**src/rtl/utf8d_pkg.sv**
```systemverilog
// utf8d_pkg: types, constants and byte classification functions
// for the utf8 stream decoder; no dependencies
package utf8d_pkg;

	localparam int QUEUE_DEPTH_DEF = 2;

	localparam logic [7:0] CONT_MAX  = 8'hBF;
	localparam logic [7:0] CONT_MIN  = 8'h80;
	localparam logic [7:0] LEAD_E0   = 8'hE0;
	localparam logic [7:0] E0_MIN    = 8'hA0;
	localparam logic [7:0] LEAD_ED   = 8'hED;
	localparam logic [7:0] ED_MAX    = 8'h9F;
	localparam logic [7:0] LEAD_F0   = 8'hF0;
	localparam logic [7:0] F0_MIN    = 8'h90;
	localparam logic [7:0] LEAD_F4   = 8'hF4;
	localparam logic [7:0] F4_MAX    = 8'h8F;
	localparam logic [7:0] LEAD_MIN2 = 8'hC2;
	localparam logic [7:0] LEAD_MIN3 = 8'hE0;
	localparam logic [7:0] LEAD_MIN4 = 8'hF0;
	localparam logic [7:0] LEAD_LIM  = 8'hF8;
	localparam logic [7:0] BOM_B0    = 8'hEF;
	localparam logic [7:0] BOM_B1    = 8'hBB;
	localparam logic [7:0] BOM_B2    = 8'hBF;

	localparam logic [20:0] CP_REPLACE = 21'h00FFFD;
	localparam logic [20:0] CP_MAX     = 21'h10FFFF;
	localparam logic [20:0] SURR_LO    = 21'h00D800;
	localparam logic [20:0] SURR_HI    = 21'h00DFFF;

	localparam logic STATUS_CHAR = 1'b0;
	localparam logic STATUS_ERR  = 1'b1;

	// one completed sequence handed from front to back
	typedef struct packed {
		logic       err;
		logic [1:0] len_m1;
		logic [7:0] b0;
		logic [7:0] b1;
		logic [7:0] b2;
		logic [7:0] b3;
	} qent_t;

	typedef struct packed {
		logic full;
		logic empty;
	} qstat_t;

	// total sequence length, 0 for a lead in 80..C1 or F8..FF
	function automatic logic [2:0] seq_len(input logic [7:0] lead);
		logic [2:0] n;
		if (lead < CONT_MIN)       n = 3'd1;
		else if (lead < LEAD_MIN2) n = 3'd0;
		else if (lead < LEAD_MIN3) n = 3'd2;
		else if (lead < LEAD_MIN4) n = 3'd3;
		else if (lead < LEAD_LIM)  n = 3'd4;
		else                       n = 3'd0;
		return n;
	endfunction

	function automatic logic is_cont(input logic [7:0] b);
		return (b >= CONT_MIN) && (b <= CONT_MAX);
	endfunction

	function automatic logic seq_legal(input logic [7:0] b0, input logic [7:0] b1,
			input logic [7:0] b2, input logic [7:0] b3, input logic [2:0] n);
		logic ok;
		ok = 1'b1;
		if (n == 3'd4 && !is_cont(b3)) ok = 1'b0;
		if (n >= 3'd3 && !is_cont(b2)) ok = 1'b0;
		if (n >= 3'd2) begin
			if (b1 > CONT_MAX) ok = 1'b0;
			priority if (b0 == LEAD_E0) begin
				if (b1 < E0_MIN) ok = 1'b0;
			end else if (b0 == LEAD_ED) begin
				if (b1 > ED_MAX) ok = 1'b0;
			end else if (b0 == LEAD_F0) begin
				if (b1 < F0_MIN) ok = 1'b0;
			end else if (b0 == LEAD_F4) begin
				if (b1 > F4_MAX) ok = 1'b0;
			end else begin
				if (b1 < CONT_MIN) ok = 1'b0;
			end
		end
		if (b0 >= CONT_MIN && b0 < LEAD_MIN2) ok = 1'b0;
		if (b0 > LEAD_F4) ok = 1'b0;
		return ok;
	endfunction

endpackage

```
**src/rtl/utf8d_front.sv**
```systemverilog
// utf8d_front: accepts bytes, buffers unfinished sequences, checks
// them and queues those, bar a leading BOM; depends on utf8d_pkg
module utf8d_front (
	input  logic              clk,
	input  logic              arst_n,
	input  logic              data_valid,
	output logic              data_stall,
	input  logic [7:0]        data_byte,
	input  utf8d_pkg::qstat_t qstat,
	output logic              push,
	output utf8d_pkg::qent_t  push_ent
);
	import utf8d_pkg::*;

	logic [7:0] pend_q [3];
	logic [1:0] cnt_q;
	logic       start_q;
	logic       err_q;

	logic       accept;
	logic [7:0] lead;
	logic [2:0] need;
	logic [2:0] have;
	logic [7:0] s0, s1, s2;
	logic       legal;
	logic       is_bom;
	logic       complete;

	assign data_stall = qstat.full;
	assign accept     = data_valid && !qstat.full;

	assign lead = (cnt_q == 2'd0) ? data_byte : pend_q[0];
	assign need = seq_len(lead);
	assign have = {1'b0, cnt_q} + 3'd1;
	assign s0   = (cnt_q == 2'd0) ? data_byte : pend_q[0];
	assign s1   = (cnt_q == 2'd1) ? data_byte : pend_q[1];
	assign s2   = (cnt_q == 2'd2) ? data_byte : pend_q[2];
	assign complete = (have >= need);
	assign legal    = seq_legal(s0, s1, s2, data_byte, have);
	assign is_bom   = start_q && have == 3'd3 && s0 == BOM_B0 && s1 == BOM_B1
		&& s2 == BOM_B2;

	always_comb begin
		push            = 1'b0;
		push_ent.err    = 1'b0;
		push_ent.len_m1 = cnt_q;
		push_ent.b0     = s0;
		push_ent.b1     = s1;
		push_ent.b2     = s2;
		push_ent.b3     = data_byte;
		if (accept) begin
			priority if (err_q || (cnt_q == 2'd0 && need == 3'd0)) begin
				push         = 1'b1;
				push_ent.err = 1'b1;
			end else if (complete) begin
				push         = !legal || !is_bom;
				push_ent.err = !legal;
			end else begin
				push = 1'b0;
			end
		end
	end

	always_ff @(posedge clk or negedge arst_n) begin
		if (!arst_n) begin
			cnt_q   <= 2'd0;
			start_q <= 1'b1;
			err_q   <= 1'b0;
		end else if (accept) begin
			priority if (err_q || (cnt_q == 2'd0 && need == 3'd0)) begin
				err_q   <= 1'b1;
				start_q <= 1'b0;
				cnt_q   <= 2'd0;
			end else if (complete) begin
				cnt_q   <= 2'd0;
				start_q <= 1'b0;
				if (!legal) err_q <= 1'b1;
			end else begin
				cnt_q <= cnt_q + 2'd1;
			end
		end
	end

	// buffered bytes need no reset, only entries below the count are read
	always_ff @(posedge clk) begin
		if (accept && !err_q && !complete && cnt_q != 2'd3)
			pend_q[cnt_q] <= data_byte;
	end

endmodule

```
**src/rtl/utf8d_queue.sv**
```systemverilog
// utf8d_queue: short fifo of completed sequences between front and back
// depends on utf8d_pkg
module utf8d_queue #(
	parameter int DEPTH = utf8d_pkg::QUEUE_DEPTH_DEF
) (
	input  logic              clk,
	input  logic              arst_n,
	input  logic              push,
	input  utf8d_pkg::qent_t  push_ent,
	input  logic              pop,
	output utf8d_pkg::qent_t  head,
	output utf8d_pkg::qstat_t qstat
);
	import utf8d_pkg::*;

	localparam int PW = $clog2(DEPTH);
	localparam int CW = $clog2(DEPTH + 1);

	qent_t         ent_q [DEPTH];
	logic [PW-1:0] wr_q;
	logic [PW-1:0] rd_q;
	logic [CW-1:0] cnt_q;
	logic          do_push;
	logic          do_pop;

	assign qstat.full  = (cnt_q == CW'(DEPTH));
	assign qstat.empty = (cnt_q == '0);
	assign do_push     = push && !qstat.full;
	assign do_pop      = pop && !qstat.empty;
	assign head        = ent_q[rd_q];

	function automatic logic [PW-1:0] bump(input logic [PW-1:0] p);
		return (p == PW'(DEPTH - 1)) ? '0 : p + PW'(1);
	endfunction

	always_ff @(posedge clk or negedge arst_n) begin
		if (!arst_n) begin
			wr_q  <= '0;
			rd_q  <= '0;
			cnt_q <= '0;
		end else begin
			if (do_push) wr_q <= bump(wr_q);
			if (do_pop)  rd_q <= bump(rd_q);
			unique case ({do_push, do_pop})
				2'b10:   cnt_q <= cnt_q + CW'(1);
				2'b01:   cnt_q <= cnt_q - CW'(1);
				default: cnt_q <= cnt_q;
			endcase
		end
	end

	always_ff @(posedge clk) begin
		if (do_push) ent_q[wr_q] <= push_ent;
	end

endmodule

```
**src/rtl/utf8d_back.sv**
```systemverilog
// utf8d_back: assembles the code point of a queued sequence and holds it
// in the output register; depends on utf8d_pkg
module utf8d_back (
	input  logic              clk,
	input  logic              arst_n,
	input  utf8d_pkg::qent_t  head,
	input  utf8d_pkg::qstat_t qstat,
	output logic              pop,
	output logic              result_valid,
	input  logic              result_stall,
	output logic [20:0]       code_point,
	output logic              status
);
	import utf8d_pkg::*;

	logic        valid_q;
	logic [20:0] cp_q;
	logic        st_q;
	logic [20:0] raw;
	logic [20:0] cp;

	assign pop = !qstat.empty && (!valid_q || !result_stall);

	always_comb begin
		unique case (head.len_m1)
			2'd0: raw = {14'd0, head.b0[6:0]};
			2'd1: raw = {10'd0, head.b0[4:0], head.b1[5:0]};
			2'd2: raw = {5'd0, head.b0[3:0], head.b1[5:0], head.b2[5:0]};
			2'd3: raw = {head.b0[2:0], head.b1[5:0], head.b2[5:0], head.b3[5:0]};
			default: raw = '0;
		endcase
		if (head.err)
			cp = '0;
		else if (raw > CP_MAX || (raw >= SURR_LO && raw <= SURR_HI))
			cp = CP_REPLACE;
		else
			cp = raw;
	end

	always_ff @(posedge clk or negedge arst_n) begin
		if (!arst_n) begin
			valid_q <= 1'b0;
		end else if (pop) begin
			valid_q <= 1'b1;
		end else if (!result_stall) begin
			valid_q <= 1'b0;
		end
	end

	always_ff @(posedge clk) begin
		if (pop) begin
			cp_q <= cp;
			st_q <= head.err ? STATUS_ERR : STATUS_CHAR;
		end
	end

	assign result_valid = valid_q;
	assign code_point   = cp_q;
	assign status       = st_q;

endmodule

```
**src/rtl/utf8_stream_decoder.sv**
```systemverilog
// utf8_stream_decoder: top level, front classifier, sequence queue and
// code point back end; depends on utf8d_pkg, utf8d_front, utf8d_queue, utf8d_back
//
// channel  | valid        | stall        | payload
// input    | data_valid   | data_stall   | data_byte[7:0]
// result   | result_valid | result_stall | code_point[20:0], status
//
// one byte accepted per cycle while data_stall is low; the queue is written at the edge
// that accepts the last byte and drained into the output register, at most one per byte
// data_stall rises only when the queue is full; the back drains it into the
// output register whenever that register is empty or being taken
// asynchronous reset clears counts and the sticky error and sets the stream start flag
module utf8_stream_decoder #(
	parameter int QUEUE_DEPTH = utf8d_pkg::QUEUE_DEPTH_DEF
) (
	input  logic        clk,
	input  logic        arst_n,
	input  logic        data_valid,
	output logic        data_stall,
	input  logic [7:0]  data_byte,
	output logic        result_valid,
	input  logic        result_stall,
	output logic [20:0] code_point,
	output logic        status
);
	import utf8d_pkg::*;

	qstat_t qstat;
	qent_t  push_ent;
	qent_t  head;
	logic   push;
	logic   pop;

	utf8d_front u_front (
		.clk        (clk),
		.arst_n     (arst_n),
		.data_valid (data_valid),
		.data_stall (data_stall),
		.data_byte  (data_byte),
		.qstat      (qstat),
		.push       (push),
		.push_ent   (push_ent)
	);

	utf8d_queue #(
		.DEPTH (QUEUE_DEPTH)
	) u_queue (
		.clk      (clk),
		.arst_n   (arst_n),
		.push     (push),
		.push_ent (push_ent),
		.pop      (pop),
		.head     (head),
		.qstat    (qstat)
	);

	utf8d_back u_back (
		.clk          (clk),
		.arst_n       (arst_n),
		.head         (head),
		.qstat        (qstat),
		.pop          (pop),
		.result_valid (result_valid),
		.result_stall (result_stall),
		.code_point   (code_point),
		.status       (status)
	);

endmodule

```
**config.mk**
```make
export PLATFORM = sky130hd
export DESIGN_NAME = utf8_stream_decoder
export DESIGN_NICKNAME = d
export VERILOG_FILES = /design/src/rtl/utf8d_pkg.sv /design/src/rtl/utf8d_front.sv /design/src/rtl/utf8d_queue.sv /design/src/rtl/utf8d_back.sv /design/src/rtl/utf8_stream_decoder.sv
export SDC_FILE = /design/constraint.sdc
export NUM_CORES = 1
export LEC_CHECK = 0
export BUFFER_PORTS_ARGS = -buffer_cell sky130_fd_sc_hd__buf_2
export CORE_MARGIN = 8
export CORE_UTILIZATION = 30
export DETAILED_ROUTE_END_ITERATION = 8
export MAX_ROUTING_LAYER = met4
export PLACE_DENSITY = 0.41
export SLEW_MARGIN = 20
export SYNTH_ARGS = -nofsm -noshare
export SYNTH_HDL_FRONTEND = slang
export SYNTH_SLANG_ARGS = --single-unit
export TNS_END_PERCENT = 10
```
**constraint.sdc**
```tcl
create_clock -name clk -period 6.4 [get_ports clk]
set_clock_uncertainty 0.05 [all_clocks]
set_input_delay 1.92 -clock clk [delete_from_list [all_inputs] [get_ports clk]]
set_output_delay 1.92 -clock clk [all_outputs]
set_load 0.03 [all_outputs]
```
==> Word level (Yosys, flattened, before mapping) <==
Memory sizes are Yosys's and may differ from the RTL's.
Cells that the tools add are included.
{ "classes": {"n_eq_ne": 20, "magnitude_cmp": 23, "n_addsub": 6, "n_reduce_logical": 41, "n_mux": 48} }
{ "ops": {"columns": ["cell", "n"], "rows": [
  ["21-bit case mux with 4 select lines", 1],
  ["8-bit < comparator, second input constant", 8],
  ["8-bit equality test, second input constant", 7],
  ["1-bit 2-to-1 mux", 35],
  ["8-bit > comparator, second input constant", 4],
  ["8-bit greater-or-equal comparator, second input constant", 3],
  ["8-bit 2-to-1 mux", 3],
  ["21-bit by 16-bit greater-or-equal comparator with 1-bit output, second input constant", 1],
  ["21-bit > comparator, second input constant", 1],
  ["21-bit by 16-bit <= comparator with 1-bit output, second input constant", 1],
  ["1-bit logical AND", 18],
  ["8-bit <= comparator, second input constant", 2],
  ["16-bit 2-to-1 mux", 1],
  ["3-bit 2-to-1 mux", 5],
  ["2-bit equality test, second input constant", 5],
  ["1-bit zero test", 10],
  ["2-bit by 1-bit equality test with 1-bit output, second input constant", 3],
  ["3-bit by 2-bit greater-or-equal comparator with 1-bit output, second input constant", 2],
  ["2-bit zero test", 3],
  ["2-bit by 1-bit adder with 2-bit output, second input constant", 2],
  ["1-bit logical OR", 4],
  ["2-bit 2-to-1 mux", 2],
  ["2-bit != test, second input constant", 2],
  ["2-bit case mux with 2 select lines", 1],
  ["12 further kinds", 14]
]} }
{ "totals": {"word_cells": 150, "inputBits": 12, "n_memories": 2, "ff_bits": 31, "out_inout_bits": 24, "mem_bits_rw": 94} }
{ "mem_list": {"columns": ["name", "depth", "word_bits", "rd", "rd_clocked_by_memory_dff", "write_ports", "line", "rtl"], "rows": [
  ["u_queue.ent_q", 2, 35, 1, 0, 1, "utf8d_queue.sv:19", "qent_t ent_q [DEPTH];"],
  ["u_front.pend_q", 3, 8, 3, 0, 1, "utf8d_front.sv:15", "logic [7:0] pend_q [3];"]
]} }

==> Logic depth before layout (Yosys ltp) <==
Gate-level depths: netlist of run 1.
{ "depth": {"word_depth": 24, "ltp_mapped": 17, "ltp_nobuf": 15} }

==> Cells and area by module <==
Synthesis of run 1 repeated with hierarchy kept, for this count alone.
{ "hier_totals": {"hier_cells": 414, "hier_area_um2": 6302.3} }
{ "modules_own_cells": {"columns": ["module", "cells_per_inst", "seq_area_each_um2", "area_per_inst_um2", "instances"], "rows": [
  ["utf8d_queue", 127, 2202.1, 2872.8, 1],
  ["utf8d_front", 172, 822.0, 1971.9, 1],
  ["utf8d_back", 115, 685.7, 1457.6, 1]
]} }

==> Least setup slack after synthesis of run 1 <==
OpenSTA, ideal clock, no wires.
{ "synth_timing": {"kind": "input-to-reg", "start": "input port data_byte[5]", "end": "memory u_queue.ent_q[0][0] (netlist bit) (enable)", "arrival_ns": 4.621, "setup_time_ns": 0.413, "setup_slack_ns": 1.316, "required_ns": 5.937, "stages": 11, "path_buffers": 1, "cell_sequence": "clkbuf_1 -> nand3_1 -> nand2_1 -> nor4_1 -> inv_1 -> ha_1 -> a21o_1 -> a211oi_1 -> o21ai_2 -> o211ai_4 -> nor2_1"} }
{ "synth_between": {"elab_chain_cells": 23, "word_cells_on_any_way": 70, "classes_between": "order compare (18); eq/ne (7); mux (28); reduce/logical (17)"} }
{ "synth_lines": {"columns": ["element", "line", "rtl"], "rows": [
  ["start: declaration", "utf8_stream_decoder.sv:20", "input logic [7:0] data_byte,"],
  ["8-bit greater-or-equal comparator, or another cell as far along", "utf8d_pkg.sv:61", "return (b >= CONT_MIN) && (b <= CONT_MAX);"],
  ["1-bit logical AND, or another cell as far along", "utf8d_pkg.sv:61", null],
  ["1-bit zero test or 1-bit logical AND (tied branches)", "utf8d_pkg.sv:68, utf8d_pkg.sv:61", null],
  ["1-bit logical AND or 1-bit zero test (tied branches)", "utf8d_pkg.sv:68, utf8d_pkg.sv:69", null],
  ["1-bit 2-to-1 mux or 1-bit logical AND (tied branches)", "utf8d_pkg.sv:68, utf8d_pkg.sv:69", null],
  ["1-bit 2-to-1 mux", "utf8d_pkg.sv:69", "if (n >= 3'd3 && !is_cont(b2)) ok = 1'b0;"],
  ["1-bit 2-to-1 mux", "utf8d_pkg.sv:71", "if (b1 > CONT_MAX) ok = 1'b0;"],
  ["1-bit 2-to-1 mux, on equally long branches", "utf8d_pkg.sv:81, utf8d_pkg.sv:79", null],
  ["[... 7 more ...]", null, null],
  ["1-bit zero test", "utf8d_front.sv:56", "push = !legal || !is_bom;"],
  ["1-bit logical OR", "utf8d_front.sv:56", null],
  ["1-bit 2-to-1 mux", "utf8d_front.sv:55", "end else if (complete) begin"],
  ["1-bit 2-to-1 mux *", "utf8d_front.sv:52", "priority if (err_q || (cnt_q == 2'd0 && need == 3'd0)) begin"],
  ["1-bit 2-to-1 mux *", "utf8d_front.sv:51", "if (accept) begin"],
  ["1-bit logical AND *", "utf8d_queue.sv:28", "assign do_push = push && !qstat.full;"],
  ["1-bit 2-to-1 mux *", "utf8d_queue.sv:53", "if (do_push) ent_q[wr_q] <= push_ent;"],
  ["1-bit 2-to-1 mux (not written as such) *", "utf8d_queue.sv:53", null],
  ["end: declaration", "utf8d_queue.sv:19", null]
]} }
Every way passes the cells marked *; elsewhere a longest branch is shown, timed or not.

==> Final worst setup path of run 1 <==
{ "layout_timing": {"start": "input port data_byte[7]", "end": "memory u_front.pend_q[0][4] (enable)"} }
{ "layout_between": {"elab_chain_cells": 13, "word_cells_on_any_way": 17, "classes_between": "order compare (6); mux (8); reduce/logical (3)"} }
{ "layout_lines": {"columns": ["element", "line", "rtl"], "rows": [
  ["8-bit 2-to-1 mux *", "utf8d_front.sv:32", "assign lead = (cnt_q == 2'd0) ? data_byte : pend_q[0];"],
  ["8-bit < comparator", "utf8d_pkg.sv:55", "else if (lead < LEAD_LIM) n = 3'd4;"],
  ["3-bit 2-to-1 mux", "utf8d_pkg.sv:55", null],
  ["3-bit 2-to-1 mux", "utf8d_pkg.sv:54", "else if (lead < LEAD_MIN4) n = 3'd3;"],
  ["3-bit 2-to-1 mux", "utf8d_pkg.sv:53", "else if (lead < LEAD_MIN3) n = 3'd2;"],
  ["3-bit 2-to-1 mux", "utf8d_pkg.sv:52", "else if (lead < LEAD_MIN2) n = 3'd0;"],
  ["3-bit 2-to-1 mux *", "utf8d_pkg.sv:51", "if (lead < CONT_MIN) n = 3'd1;"],
  ["3-bit greater-or-equal comparator *", "utf8d_front.sv:38", "assign complete = (have >= need);"],
  ["1-bit zero test *", "utf8d_front.sv:86", "if (accept && !err_q && !complete && cnt_q != 2'd3)"],
  ["1-bit logical AND * (2 in a row)", "utf8d_front.sv:86", null],
  ["1-bit 2-to-1 mux *", "utf8d_front.sv:86", null],
  ["1-bit 2-to-1 mux (not written as such) *", "utf8d_front.sv:87", "pend_q[cnt_q] <= data_byte;"],
  ["end: declaration", "utf8d_front.sv:15", null]
]} }
Marks and branches as above.

==> results of run 1 <==
## routing by layer
layer,up-vias,GRT usage (%),share of wire (%)
met5,-,-,0
met4,0,4.798,2.0
met3,20,2.721,4.3
met2,80,18.13,45
met1,1632,15.97,49
li1,1635,-,-
## area by class of cell
class / count / area, um2
Clock buffer: 12 / 246.5
Clock inverter: 4 / 52.55
Fill cell: 1770 / 11680
Inverter: 12 / 45.04
Multi-Input combinational cell: 268 / 1961
Sequential cell: 111 / 3291
Tap cell: 229 / 286.5
Timing Repair Buffer: 41 / 220.2
## logic make-up after synthesis
group / after synthesis
simple gates: 113
fa+ha+maj: 8
xor+xnor: 5
buf+inv: 30
mux: 51
flops: 111
compound gates: 91
## final timing paths
path,from,endpoint,slack (ns),cells after the start
max,data_byte[7],u_front.pend_q[0][4]$_DFFE_PP_,1.70,10
max in group asynchronous,arst_n,u_front.start_q$_DFFE_PN1P_,4.68,1
min,u_queue.cnt_q[1]$_DFFE_PN0P_,u_queue.cnt_q[1]$_DFFE_PN0P_,0.45,1
max reg2reg,u_front.cnt_q[0]$_DFFE_PN0P_,u_front.pend_q[0][4]$_DFFE_PP_,1.98,11
min in group asynchronous,arst_n,u_back.result_valid$_DFFE_PN0P_,1.37,1
min reg2reg,u_queue.cnt_q[1]$_DFFE_PN0P_,u_queue.cnt_q[1]$_DFFE_PN0P_,0.45,1
## power by group through the flow
| stage | Combinational, mW | Clock (mW) | Sequential, mW |
|---|---|---|---|
| after global placement | 0.875 | 0 | 1.10 |
| after global routing | 0.947 | 0.616 | 1.11 |
| after floorplan | 0.487 | 0 | 1.23 |
| after detailed placement | 0.873 | 0 | 1.11 |
| after CTS | 0.877 | 0.589 | 1.09 |
| final | 0.858 | 0.567 | 1.09 |
## flip-flops by register name (all words and copies together) (netlist names)
signal,cells
u_front.err_q,1
u_front.cnt_q,2
u_back.status,1
u_back.code_point,21
u_front.start_q,1
u_back.result_valid,1
u_queue.ent_q,56
u_queue.rd_q,1
u_front.pend_q,24
u_queue.wr_q,1
u_queue.cnt_q,2
## worst max-delay path, stage by stage
cell and delay [ns]:
sky130_fd_sc_hd__buf_2 0.18, sky130_fd_sc_hd__nand3_1 0.18, sky130_fd_sc_hd__and2_1 0.24, sky130_fd_sc_hd__nor4_1 0.43, sky130_fd_sc_hd__inv_1 0.09, sky130_fd_sc_hd__ha_1 0.29, sky130_fd_sc_hd__a21o_1 0.15, sky130_fd_sc_hd__a211oi_1 0.32
sky130_fd_sc_hd__nand3b_1 0.22, sky130_fd_sc_hd__nor2_1 0.60
## layout by cell type, fill, tap and decap left out, types with 5 or more instances in the layout
cell type                   count
sky130_fd_sc_hd__ha_1           8
sky130_fd_sc_hd__inv_1         11
sky130_fd_sc_hd__nand2_1       28
sky130_fd_sc_hd__a21oi_1       29
sky130_fd_sc_hd__o211ai_1       5
sky130_fd_sc_hd__o21ai_0       10
sky130_fd_sc_hd__buf_4          6
sky130_fd_sc_hd__mux2_2        26
sky130_fd_sc_hd__nand3_1        5
sky130_fd_sc_hd__edfxtp_1     102
sky130_fd_sc_hd__a211oi_1      10
sky130_fd_sc_hd__nor2b_1       17
sky130_fd_sc_hd__o221a_2        6
sky130_fd_sc_hd__clkbuf_16      9
sky130_fd_sc_hd__nor2_1        23
sky130_fd_sc_hd__buf_2         35
sky130_fd_sc_hd__and2_1         5
sky130_fd_sc_hd__mux2i_1       24
sky130_fd_sc_hd__nand3b_1       5
sky130_fd_sc_hd__dfrtp_1        7
sky130_fd_sc_hd__nand2b_1       5
==> results.txt, run 1 <==
The run finished with clean final reports. In the synthesized netlist the dominant register cell turns out to be sky130_fd_sc_hd__edfxtp_1. STA puts the critical path data arrival time at 4.63 ns. The proportion of power drawn by flip-flops and latches is 43.3%.

In this run, the clock network consumes 22.6% of the power. The placement row count is 49. Counting instances in the post-synthesis netlist gives the leading cell types as sky130_fd_sc_hd__edfxtp_1 (102), sky130_fd_sc_hd__a21oi_1 (30), sky130_fd_sc_hd__nand2_1 (28). The post-synthesis average cell area is 13.12 um2. The internal power consumption is 1.615 mW. The data required time at the worst endpoint came out at 6.33 ns. Counting every net in the synthesized netlist gives 429. The clock latency on the worst-skew pair is 0.35 ns.

By area, the combinational part of the netlist is dominated by compound AO/OA/AOI/OAI gates. Dividing the detail-routed via count by the number of cells gives 4.973. The net switching power of the design is 0.8972 mW. The proportion of synthesized flip-flops having asynchronous set or reset is 8.108%. The number of placed cells counting well taps came out at 661. The effective utilization at floorplan came out at 30.18%.

The count of clock tree sinks is 111. The number of standard cells after synthesis is 409. The synthesized design contains 102 enable-type register cells. STA classifies the critical path endpoint as a flop. The sequential area share after synthesis is 61.30%. The fraction of final layout cells with drive strength greater than 1 came out at 23.21%. Ranked by total cell area, the synthesized netlist is headed by sky130_fd_sc_hd__edfxtp_1 (57%), sky130_fd_sc_hd__mux2_2 (5.5%), sky130_fd_sc_hd__mux2i_1 (4.5%). The via count of the routed design came out at 3,367. The routed design has 12,710 um of wire. Synthesis inferred 111 register bits. The post-layout minimum cycle time is 4.698 ns.

The maximum fanout count along the critical path is 10. The netlist uses 60 different library cells. The overall power of the completed layout is 2.513 mW.

The antenna diode count is 0. The number of buffers created by CTS came out at 9. The port buffer count came out at 35. In this run the clock root is driven by a sky130_fd_sc_hd__clkbuf_16. The reported leakage power is 2.155 nW. The initial antenna violation count is 0. In the global route stage, overall resource usage came out at 12.22%. The horizontal die dimension came out at 149.7 um. The combinational group share of total power is 34.2%. The fraction of power spent switching nets came out at 35.71%. The synthesized design devotes to its leading area cell type 57.08% of total area. The adder and majority gate portion of the synthesized area is 1.865%. The sum of negative setup slack came out at 0 ns. The CTS tree is done. The core area came out at 0.01778 mm2. The post-CTS clock slew at the launch and capture registers of the worst setup and hold paths came out at 0.07 ns. Summing all placed instances gives a cell area of 0.005803 mm2. The global-route wire length before repair came out at 20,080 um.

The synthesized netlist devotes 0.8160% of its cell area to XOR and XNOR gates. The worst hold-check path type is flop to flop. Of the total synthesized cell area, the portion taken by AND, OR, NAND and NOR gates is 11.49%. The height of the die came out at 149.7 um. The number of top-level pins is 36.

For this design, the CTS-stage hold fixing added 0 buffers. The worst ir drop on vdd is 0.0001944 V. After detailed routing, the number of remaining DRC violations is 0. The setup fix buffers added after clock tree synthesis is 0. The library cell with the largest summed area after synthesis is sky130_fd_sc_hd__edfxtp_1. The H-tree generated during clock tree synthesis spans 3 levels. The detailed router finished its first iteration with 229 violations.

The power density over the cells came out at 411.8 mW/mm2. Setup repair after global routing left no endpoint under its margin. Once layout is done, the placed cells without fillers occupy 0.006102 mm2. The final number of max-transition violations came out at 0. The signed area change from the synthesized netlist to the final layout is 13.71%. The pin count of the biggest net entering global routing came out at 49. The area fraction in compound gates after synthesis came out at 12.01%.

The tool flagged a number of max-cap violations equal to 0. The count of non-filler cells in the finished layout is 677. The number of iterations in the first detailed-routing pass came out at 5. The transition time of the tightest slew-check pin came out at 0.8596 ns. The number of hold violations in the final report is 0. The maximum root-to-sink buffer count came out at 2. The highest achievable clock rate came out at 212.9 MHz. The worst hold slack is 0.4500 ns.

The minimum setup slack in the final design is 1.702 ns. The via count of the first global-routing pass came out at 3,459. Setup violations remaining at the end of the flow were counted as 0. The worst setup path is of the input port to flop kind. The mux cell area share after synthesis is 10.19%. The max-slew headroom at the worst pin came out at 41.21%. Summing every instance area after synthesis gives 0.005366 mm2.

STA classifies the critical path startpoint as an input port. The placement-stage worst setup slack came out at 1.259 ns. The area enclosed by the die boundary came out at 0.02242 mm2.

The most common cell in the netlist is sky130_fd_sc_hd__edfxtp_1. The routed length per placed instance is 18.77 um. Of the available clock period, the critical path in the final layout requires 73.40%. The total half-perimeter wirelength after legalization and detailed placement came out at 9136 um. At the end of routability-driven placement, the weighted congestion stood at 0.8195. The total number of nets in the final design came out at 463. The number of nets with antenna violations after routing is 0. At the end of the flow the core is filled with cells to 34.32%. The residual overflow from global routing is 0. In this run, post-CTS repair resized a total of 0 instances. The count of warnings emitted by yosys came out at 0.
Note: power is estimated with default switching activity, not from simulation.
==> inputs of run 2 (changes only) <==
--- a/config.mk
+++ b/config.mk
@@ -5,12 +5,13 @@
 export SDC_FILE = /design/constraint.sdc
 export NUM_CORES = 1
 export LEC_CHECK = 0
+export ABC_AREA = 1
 export BUFFER_PORTS_ARGS = -buffer_cell sky130_fd_sc_hd__buf_2
 export CORE_MARGIN = 8
 export CORE_UTILIZATION = 30
 export DETAILED_ROUTE_END_ITERATION = 8
 export MAX_ROUTING_LAYER = met4
-export PLACE_DENSITY = 0.41
+export PLACE_DENSITY = 0.43
 export SLEW_MARGIN = 20
 export SYNTH_ARGS = -nofsm -noshare
 export SYNTH_HDL_FRONTEND = slang
==> constraint.sdc (replaced) <==
create_clock -name clk -period 4.1 [get_ports clk]
set_clock_uncertainty 0.05 [all_clocks]
set_input_delay 1.23 -clock clk [delete_from_list [all_inputs] [get_ports clk]]
set_output_delay 1.23 -clock clk [all_outputs]
set_load 0.03 [all_outputs]
==> run 2 against run 1 <==
  * Register-to-register slack worse by 1.5 ns
  * Global-route usage shrank 0.46 points
  * Critical path depth up 12
  * Via count up 6.3%
  * Synthesized cell count grew 28%
  * Worst hold slack worse by 0.030 ns
  * Clock-buffer cell count is 2 lower
  * First-iteration DRC count rose by 3.5%
  * Critical path type is now flop to flop
==> results.txt, run 2 <==
The antenna diode count is 0 (unchanged). The effective utilization at floorplan is 30.41% (+0.23 points). The area enclosed by the die boundary is 0.02182 mm2 (-2.7%). The max-slew headroom at the worst pin came out at 33.04% (-8.2 points). The register with the most flip-flops in the final layout is u_queue.ent_q. The count of warnings emitted by yosys is 0 (unchanged). The number of placed cells counting well taps came out at 787 (+19%). Among the stages of the critical path, the cell type that occurs most often is sky130_fd_sc_hd__nand2_1. The worst hold slack is 0.4196 ns (-0.03041 ns). TritonCTS built the clock tree. The number of standard cells after synthesis is 524 (+28%). Setup repair after global routing left no endpoint under its margin. The final critical-path share of the clock period is 89.36%. The placed cell area was 0.005720 mm2 (-1.4%). The port buffer count is 35 (unchanged).

The pin count of the biggest net entering global routing is 31 (-37%). The via count of the first global-routing pass came to 3,595 (+3.9%). The via count of the routed design is 3,579 (+6.3%).

The run finished with clean final reports. The post-layout minimum cycle time came out at 3.664 ns. The final core utilization came out at 35.14% (+0.82 points). In the post-synthesis netlist, the biggest area contributors are sky130_fd_sc_hd__edfxtp_1 (59%), sky130_fd_sc_hd__nand2_1 (11%), sky130_fd_sc_hd__inv_1 (4.9%). The total half-perimeter wirelength after legalization and detailed placement was 8748 um (-4.2%). The number of endpoints failing setup at the final stage was 0 (unchanged). The sum of routed wire length over all layers is 11,890 um (-6.5%). The minimum setup slack in the final design is 0.4361 ns (-1.266 ns). The number of enable-type register cells in the synthesized netlist was 102 (unchanged).

The routed length per placed instance came out at 14.80 um (-21%). The cell type of the slowest stage on the worst timing path is sky130_fd_sc_hd__dfrtp_1. The number of iterations in the first detailed-routing pass came out at 4 (-1). The number of vias per cell after detailed routing came out at 4.457 (-10%).

The data required time at the worst endpoint is 4.28 ns (-2.05 ns). The overall power of the completed layout is 3.955 mW (+57%). The critical path arrival came out at 3.85 ns (-0.78 ns). The number of top-level pins came out at 36 (unchanged). The setup fix buffers added after clock tree synthesis came out at 0 (unchanged).

The number of buffers created by CTS is 9 (unchanged). The horizontal die dimension is 147.7 um (-1.4%). The most common cell in the netlist is sky130_fd_sc_hd__nand2_1. The maximum level of the CTS H-tree came out at 3 (unchanged). The height of the die came to 147.7 um (-1.4%). The sequential area share after synthesis is 63.20% (+1.9 points). The area share of the largest cell type after synthesis came out at 58.85% (+1.8 points). The critical path startpoint category is a flop.

The initial antenna violation count came to 0 (unchanged). The count of clock tree sinks was 111 (unchanged). The reported leakage power came out at 2.546 nW (+18%). The total number of nets in the final design came out at 593 (+28%).

The transition time of the tightest slew-check pin came out at 0.9978 ns (+0.1382 ns). The clock latency on the worst-skew pair is 0.36 ns (about the same). The global-route usage over all layers came out at 11.76% (-0.46 points). In the layout the commonest cells are sky130_fd_sc_hd__nand2_1 (156), sky130_fd_sc_hd__edfxtp_1 (102), sky130_fd_sc_hd__inv_1 (67). The worst ir drop on vdd was 0.0002915 V (+50%). The final design instance area without fill came out at 0.006015 mm2 (-1.4%). The weighted congestion reported at the end of routability-driven placement is 0.8846 (+7.9%). The number of max-capacitance violations reported is 0 (unchanged).

The cell family contributing the most delay on the critical path is simple AND/OR/NAND/NOR gates. The net count of the mapped netlist came out at 544 (+27%). The critical path class is flop to flop. In the synthesized netlist, the cells that appear most often are sky130_fd_sc_hd__nand2_1 (156), sky130_fd_sc_hd__edfxtp_1 (102), sky130_fd_sc_hd__inv_1 (68). The residual DRC count is 0 (unchanged). The count of non-filler cells in the finished layout came out at 803 (+19%).

STA classifies the critical path endpoint as a flop. The core area is 0.01712 mm2 (-3.7%). The residual overflow from global routing came out at 0 (unchanged). The combined area of all synthesized cells is 0.005205 mm2 (-3.0%). In this run the worst hold path is classified as flop to flop.

The number of unique standard cell types used by synthesis is 40 (-33%). The maximum fanout count along the critical path is 10 (unchanged). The number of nets with antenna violations after routing came out at 0 (unchanged). The placement row count came out at 48 (-2.0%).

The post-CTS clock slew at the launch and capture registers of the worst setup and hold paths is 0.07 ns (about the same). The most used flip-flop cell after synthesis is sky130_fd_sc_hd__edfxtp_1. The placement-stage worst setup slack is 0.2022 ns (-1.057 ns).

Traced cell by cell, the critical path runs through inv_1 > ha_1 > buf_4 > nand2_1 > nand2_1 > nand2_1 > nor2_1 > inv_1 > nor2_1 > inv_1 > ha_1 > a21oi_1 > o21ai_0 > a31oi_1 > inv_1 > nand2_1 > nand2_1 > nand2_1 > ha_1 > a21oi_1 > o21ai_0 > xor2_1. The DRC violation total after the first TritonRoute iteration came out at 237 (+3.5%). The maximum root-to-sink buffer count came out at 2 (unchanged). The signed area change from the synthesized netlist to the final layout came out at 15.55%.

The number of synthesized register bits came out at 111 (unchanged). The register-to-register setup slack was 0.44 ns (-1.54 ns). sky130_fd_sc_hd__edfxtp_1 takes more of the synthesized area than any other cell. The global-route wire length before repair is 19,220 um (-4.3%). The final number of max-transition violations came to 0 (unchanged).

The sum of buffers and inverters on the critical path is 5 (+3). The number of hold violations in the final report came out at 0 (unchanged). The power density over the cells came out at 657.6 mW/mm2 (+60%). The post-synthesis average cell area is 9.933 um2 (-24%).

The proportion of synthesized flip-flops having asynchronous set or reset is 8.108% (unchanged). The library cell used most frequently in the layout, excluding fill and tap cells, is sky130_fd_sc_hd__nand2_1. Clock tree synthesis selected as its root buffer the cell sky130_fd_sc_hd__clkbuf_16. The highest achievable clock rate is 272.9 MHz. The fraction of final layout cells with drive strength greater than 1 is 14.01% (-9.2 points).

The sum of negative setup slack is 0 ns (unchanged). The flip-flop count of the largest register after layout came out at 56 (unchanged). The delay of the slowest cell on the worst path is 0.46 ns (-0.14 ns).
run 2: cell count changes in the layout (fill, tap and decap cells not counted), sizes merged, moves of 18 or more:
cell	change
a21oi	-18
inv	+58
mux2	-26
mux2i	-22
nand2	+131
o21ai	+43
run 2: logic make-up (layout without fill, tap and decap cells):
kind of cell	count (synthesis)	after routing	share of synthesized area (%)
buffers and inverters	86	140	6.730
muxes	3	3	0.5769
and+or+nand+nor	231	231	18.10
DFF	111	111	63.20
AOI/OAI and AO/OA	82	82	8.967
adders and majority gates	8	8	1.923
xor gates and xnor gates	3	3	0.5049
run 2: power by group:
part	internal, mW	switching (mW)
sequential	1.57	0.0603
clock	0.471	0.399
combinational	0.403	1.05
run 2: final cells by class:
class | instances | area, um2
Clock buffer | 10 | 229.0
Tap cell | 225 | 281.5
Clock inverter | 6 | 61.31
Sequential cell | 111 | 3289
Timing Repair Buffer | 51 | 307.8
Multi-Input combinational cell | 327 | 1568
Fill cell | 1749 | 11100
Inverter | 73 | 277.8
run 2: worst min-delay path, cell delays in order, from the launching register on:
cell,delay [ns]
sky130_fd_sc_hd__dfstp_2,0.39
sky130_fd_sc_hd__inv_1,0.05
sky130_fd_sc_hd__nor2_1,0.04
run 2: final timing paths:
path,from,endpoint,depth (start not counted)
setup / recovery,u_front.cnt_q[0]$_DFFE_PN0P_,u_queue.cnt_q[1]$_DFFE_PN0P_,22
min in group asynchronous,arst_n,u_queue.cnt_q[1]$_DFFE_PN0P_,1
hold reg to reg,u_front.start_q$_DFFE_PN1P_,u_front.start_q$_DFFE_PN1P_,2
max in group asynchronous,arst_n,u_front.start_q$_DFFE_PN1P_,1
hold / removal,u_front.start_q$_DFFE_PN1P_,u_front.start_q$_DFFE_PN1P_,2
setup reg to reg,u_front.cnt_q[0]$_DFFE_PN0P_,u_queue.cnt_q[1]$_DFFE_PN0P_,22
run 2: timing repair:
item,CTS,global route
gates resized for setup,0,1
setup endpoints to repair,0,1
hold buffers,0,0
run 2: per-layer routing:
layer / track usage [%] / routed length (um) / vias up
li1: - / - / 1850
met1: 14.63 / 5764 / 1645
met2: 17.87 / 5261 / 67
met3: 2.599 / 548 / 17
met4: 5.813 / 312 / 0
met5: - / 0 / -
==> inputs of run 3 (changes only) <==
--- a/config.mk
+++ b/config.mk
@@ -12,6 +12,7 @@
 export DETAILED_ROUTE_END_ITERATION = 8
 export MAX_ROUTING_LAYER = met4
 export PLACE_DENSITY = 0.43
+export REMOVE_ABC_BUFFERS = 1
 export SLEW_MARGIN = 20
 export SYNTH_ARGS = -nofsm -noshare
 export SYNTH_HDL_FRONTEND = slang
==> run 3 against run 2 <==
  * Combinational power about the same
  * Clock-buffer cell count decreased by 1
  * Global-route usage decreased by 0.38 points
  * Die area unchanged
  * Largest cell class unchanged
  * Total power decreased by 0.22%
  * Final cell count increased by 0.62%
  * Setup slack improved by 0.064 ns
  * Non-clock buffer count increased by 4
  * Worst hold slack got worse by 0.021 ns
  * Routed wire length decreased by 2.1%
  * Critical path depth unchanged
  * Sequential share of layout area decreased by 0.41 points
==> results.txt, run 3 (synthesized netlist as in run 2, its figures left out) <==
The worst register-to-register path ends at u_queue.cnt_q[1]$_DFFE_PN0P_. The sum of routed wire length over all layers was 11,640 um (-2.1%). The pin count of the biggest net entering global routing is 31 (unchanged). The count of non-filler cells in the finished layout was 808 (+0.62%).

The placement row count came out at 48 (unchanged). The initial antenna violation count is 0 (unchanged). Leaving out fill and tap cells, the most frequent cell in the layout is sky130_fd_sc_hd__nand2_1. The maximum fanout count along the critical path is 9 (-1).

The type of destination of the critical path is a flop. The count of clock tree sinks is 111 (unchanged). The power density over the cells is 651.3 mW/mm2 (-0.96%). The residual DRC count came to 0 (unchanged). The minimum setup slack in the final design came out at 0.5003 ns (+0.06424 ns).

Walking the worst path, the cells encountered are inv_1 > ha_2 > buf_4 > nand2_1 > nand2_1 > nand2_1 > nor2_1 > inv_1 > nor2_1 > inv_1 > ha_1 > a21oi_1 > o21ai_0 > a31oi_1 > inv_1 > nand2_1 > nand2_1 > nand2_1 > ha_1 > a21oi_1 > o21ai_0 > xor2_1. The total half-perimeter wirelength after legalization and detailed placement came to 8729 um (-0.21%). The combinational group share of total power came out at 36.7% (about the same). The count of filler cells inserted in the layout is 1,763 (+0.80%). The signed area change from the synthesized netlist to the final layout is 16.42%. The effective utilization at floorplan came out at 30.41% (unchanged).

The run finished with clean final reports. The number of vias per cell after detailed routing was 4.488 (+0.69%). The via count of the routed design came to 3,626 (+1.3%). The largest individual stage delay along the critical path comes from the cell sky130_fd_sc_hd__dfrtp_1. The critical path class is flop to flop. The flip-flop count of the largest register after layout came out at 56 (unchanged). The horizontal die dimension is 147.7 um (unchanged). Following the worst setup path forward leads to its endpoint at u_queue.cnt_q[1]$_DFFE_PN0P_.

The length in cells of the worst reg-to-reg path came to 22 (unchanged). The residual overflow from global routing came to 0 (unchanged). The max-slew headroom at the worst pin came to 57.48% (+24 points). The clock latency on the worst-skew pair came out at 0.36 ns (about the same). The number of max-capacitance violations reported is 0 (unchanged). The weighted congestion reported at the end of routability-driven placement is 0.8524 (-3.6%). The delay of the slowest cell on the worst path was 0.44 ns (-0.02 ns). The most frequent cell on the critical path is sky130_fd_sc_hd__nand2_1.

The clock network fraction of total power is 21.8% (-0.2 points). The number of hold violations in the final report is 0 (unchanged). The register-to-register setup slack is 0.50 ns (+0.06 ns). The via count of the first global-routing pass is 3,645 (+1.4%). The hold buffer count at CTS came out at 0 (unchanged).

In this run the critical register-to-register path is launched from u_front.cnt_q[1]$_DFFE_PN0P_. The number of top-level pins is 36 (unchanged). The number of nets with antenna violations after routing is 0 (unchanged).

The number of buffers created by CTS is 9 (unchanged). The sequential standard cell area is 0.003289 mm2 (unchanged). The transition time of the tightest slew-check pin came out at 0.6311 ns (-0.3667 ns). The internal power consumption came out at 2.422 mW (-1.1%). The sum of negative setup slack came out at 0 ns (unchanged). The net switching power of the design is 1.524 mW (+1.2%). The sum of buffers and inverters on the critical path came to 5 (unchanged).

The highest achievable clock rate came to 277.8 MHz (+1.8%). TritonCTS built the clock tree. The logic depth of the worst path, buffers included came out at 22 (unchanged).

Grouping stages by cell kind, the critical path spends the most delay in adder cells. The port buffer count came to 35 (unchanged). The total number of nets in the final design came out at 598 (+0.84%). The global-route wire length before repair was 18,770 um (-2.3%). The global-route usage over all layers is 11.38% (-0.38 points). The area enclosed by the die boundary is 0.02182 mm2 (unchanged). The final critical-path share of the clock period is 87.80% (-1.6 points).

The post-layout minimum cycle time is 3.600 ns (-0.06424 ns). The post-CTS clock slew at the launch and capture registers of the worst setup and hold paths is 0.08 ns (about the same). The placed cell area is 0.005743 mm2 (+0.39%). The overall power of the completed layout came out at 3.946 mW (-0.22%).

The worst setup path is launched from a flop. The proportion of power drawn by flip-flops and latches was 41.5% (+0.2 points). The multi-input logic area came out at 0.001570 mm2 (+0.16%). The tree is rooted in a sky130_fd_sc_hd__clkbuf_16. Ranked by flip-flop count, first place goes to u_queue.ent_q. The core area is 0.01712 mm2 (unchanged). The placement-stage worst setup slack came out at 0.1482 ns (-0.05396 ns). The routed length per placed instance came to 14.41 um (-2.7%).

The data required time at the worst endpoint came out at 4.29 ns (about the same). Setup repair after global routing left no endpoint under its margin. The number of iterations in the first detailed-routing pass came out at 4 (unchanged). The number of placed cells counting well taps came to 790 (+0.38%). The antenna diode count is 0 (unchanged). The number of endpoints failing setup at the final stage came out at 0 (unchanged).

The final design instance area without fill came out at 0.006060 mm2 (+0.75%). The DRC violation total after the first TritonRoute iteration is 193 (-19%). The worst ir drop on vdd was 0.0002906 V (-0.32%). The height of the die is 147.7 um (unchanged). In the layout the commonest cells are sky130_fd_sc_hd__nand2_1 (156), sky130_fd_sc_hd__edfxtp_1 (102), sky130_fd_sc_hd__inv_1 (67). The fraction of power spent switching nets is 38.62% (+0.54 points).

The maximum level of the CTS H-tree is 3 (unchanged). The maximum root-to-sink buffer count is 2 (unchanged). The worst hold-check path type is flop to flop. The critical path arrival came out at 3.79 ns (-0.06 ns). The critical path starts at u_front.cnt_q[1]$_DFFE_PN0P_. The final number of max-transition violations is 0 (unchanged). The fraction of final layout cells with drive strength greater than 1 is 15.44% (+1.4 points). The reported leakage power is 2.575 nW (+1.1%).
[run 3: cell count changes in the layout (fill, tap and decap cells not counted), sizes merged]
cell | before | now
bufinv | 1 | 0
clkinv | 4 | 2
buf | 51 | 55
inv | 71 | 76
clkbuf | 10 | 9
[run 3: final cells by class]
class,count,share of cell area (%)
clock buffer,9,3.717
clock inverter,7,1.198
inverter,73,4.584
multi-input combinational,327,25.91
sequential,111,54.28
tap,225,4.646
timing repair buffer,55,5.575
timing repair inverter,1,0.08259
[run 3: power by group through the flow]
stage	clock network, mW	logic, mW	registers, mW
2_1_floorplan	0	0.748	1.93
3_3_place_gp	0	1.48	1.66
3_5_place_dp	0	1.48	1.67
4_1_cts	0.893	1.49	1.64
5_1_grt	0.939	1.63	1.66
6_report	0.861	1.45	1.64
[run 3: metrics by stage]
stage	utilization (%)	hold slack [ns]
3_5_place_dp	33.55	0.3912
2_1_floorplan	-	0.3738
5_1_grt	35.40	0.4137
4_1_cts	35.29	0.4025
6_report	35.40	0.3989
3_3_place_gp	33.55	0.3821
[run 3: per-layer routing]
metal,vias up,track usage (%),part of all wire (%)
met2,69,17.73,46
li1,1861,-,-
met1,1681,13.84,47
met3,15,3.516,5.1
met4,0,3.825,1.7
met5,-,-,0
[run 3: worst min-delay path by stage]
stage,startpoint,to,cells after the start
global route,u_front.start_q$_DFFE_PN1P_,u_front.start_q$_DFFE_PN1P_,2
floorplan,u_front.start_q$_DFFE_PN1P_,u_front.start_q$_DFFE_PN1P_,2
detailed placement,u_front.start_q$_DFFE_PN1P_,u_front.start_q$_DFFE_PN1P_,2
global placement,u_front.start_q$_DFFE_PN1P_,u_front.start_q$_DFFE_PN1P_,2
CTS,u_front.start_q$_DFFE_PN1P_,u_front.start_q$_DFFE_PN1P_,2
finish,u_front.start_q$_DFFE_PN1P_,u_front.start_q$_DFFE_PN1P_,2
[run 3: timing repair]
item / in CTS / in global routing
buffers inserted: 0 / 1
setup endpoints to repair: 0 / 1
gates resized for setup: 0 / 2
[run 3: worst register-to-register path: cells and delay by family (launching register included)]
| family | cells | cell delay, ns |
|---|---|---|
| adders and majority gates | 3 | 0.83 |
| and+or+nand+nor | 8 | 0.79 |
| AOI/OAI and AO/OA | 5 | 0.70 |
| buffers and inverters | 5 | 0.50 |
| DFF | 1 | 0.44 |
| xor gates and xnor gates | 1 | 0.15 |
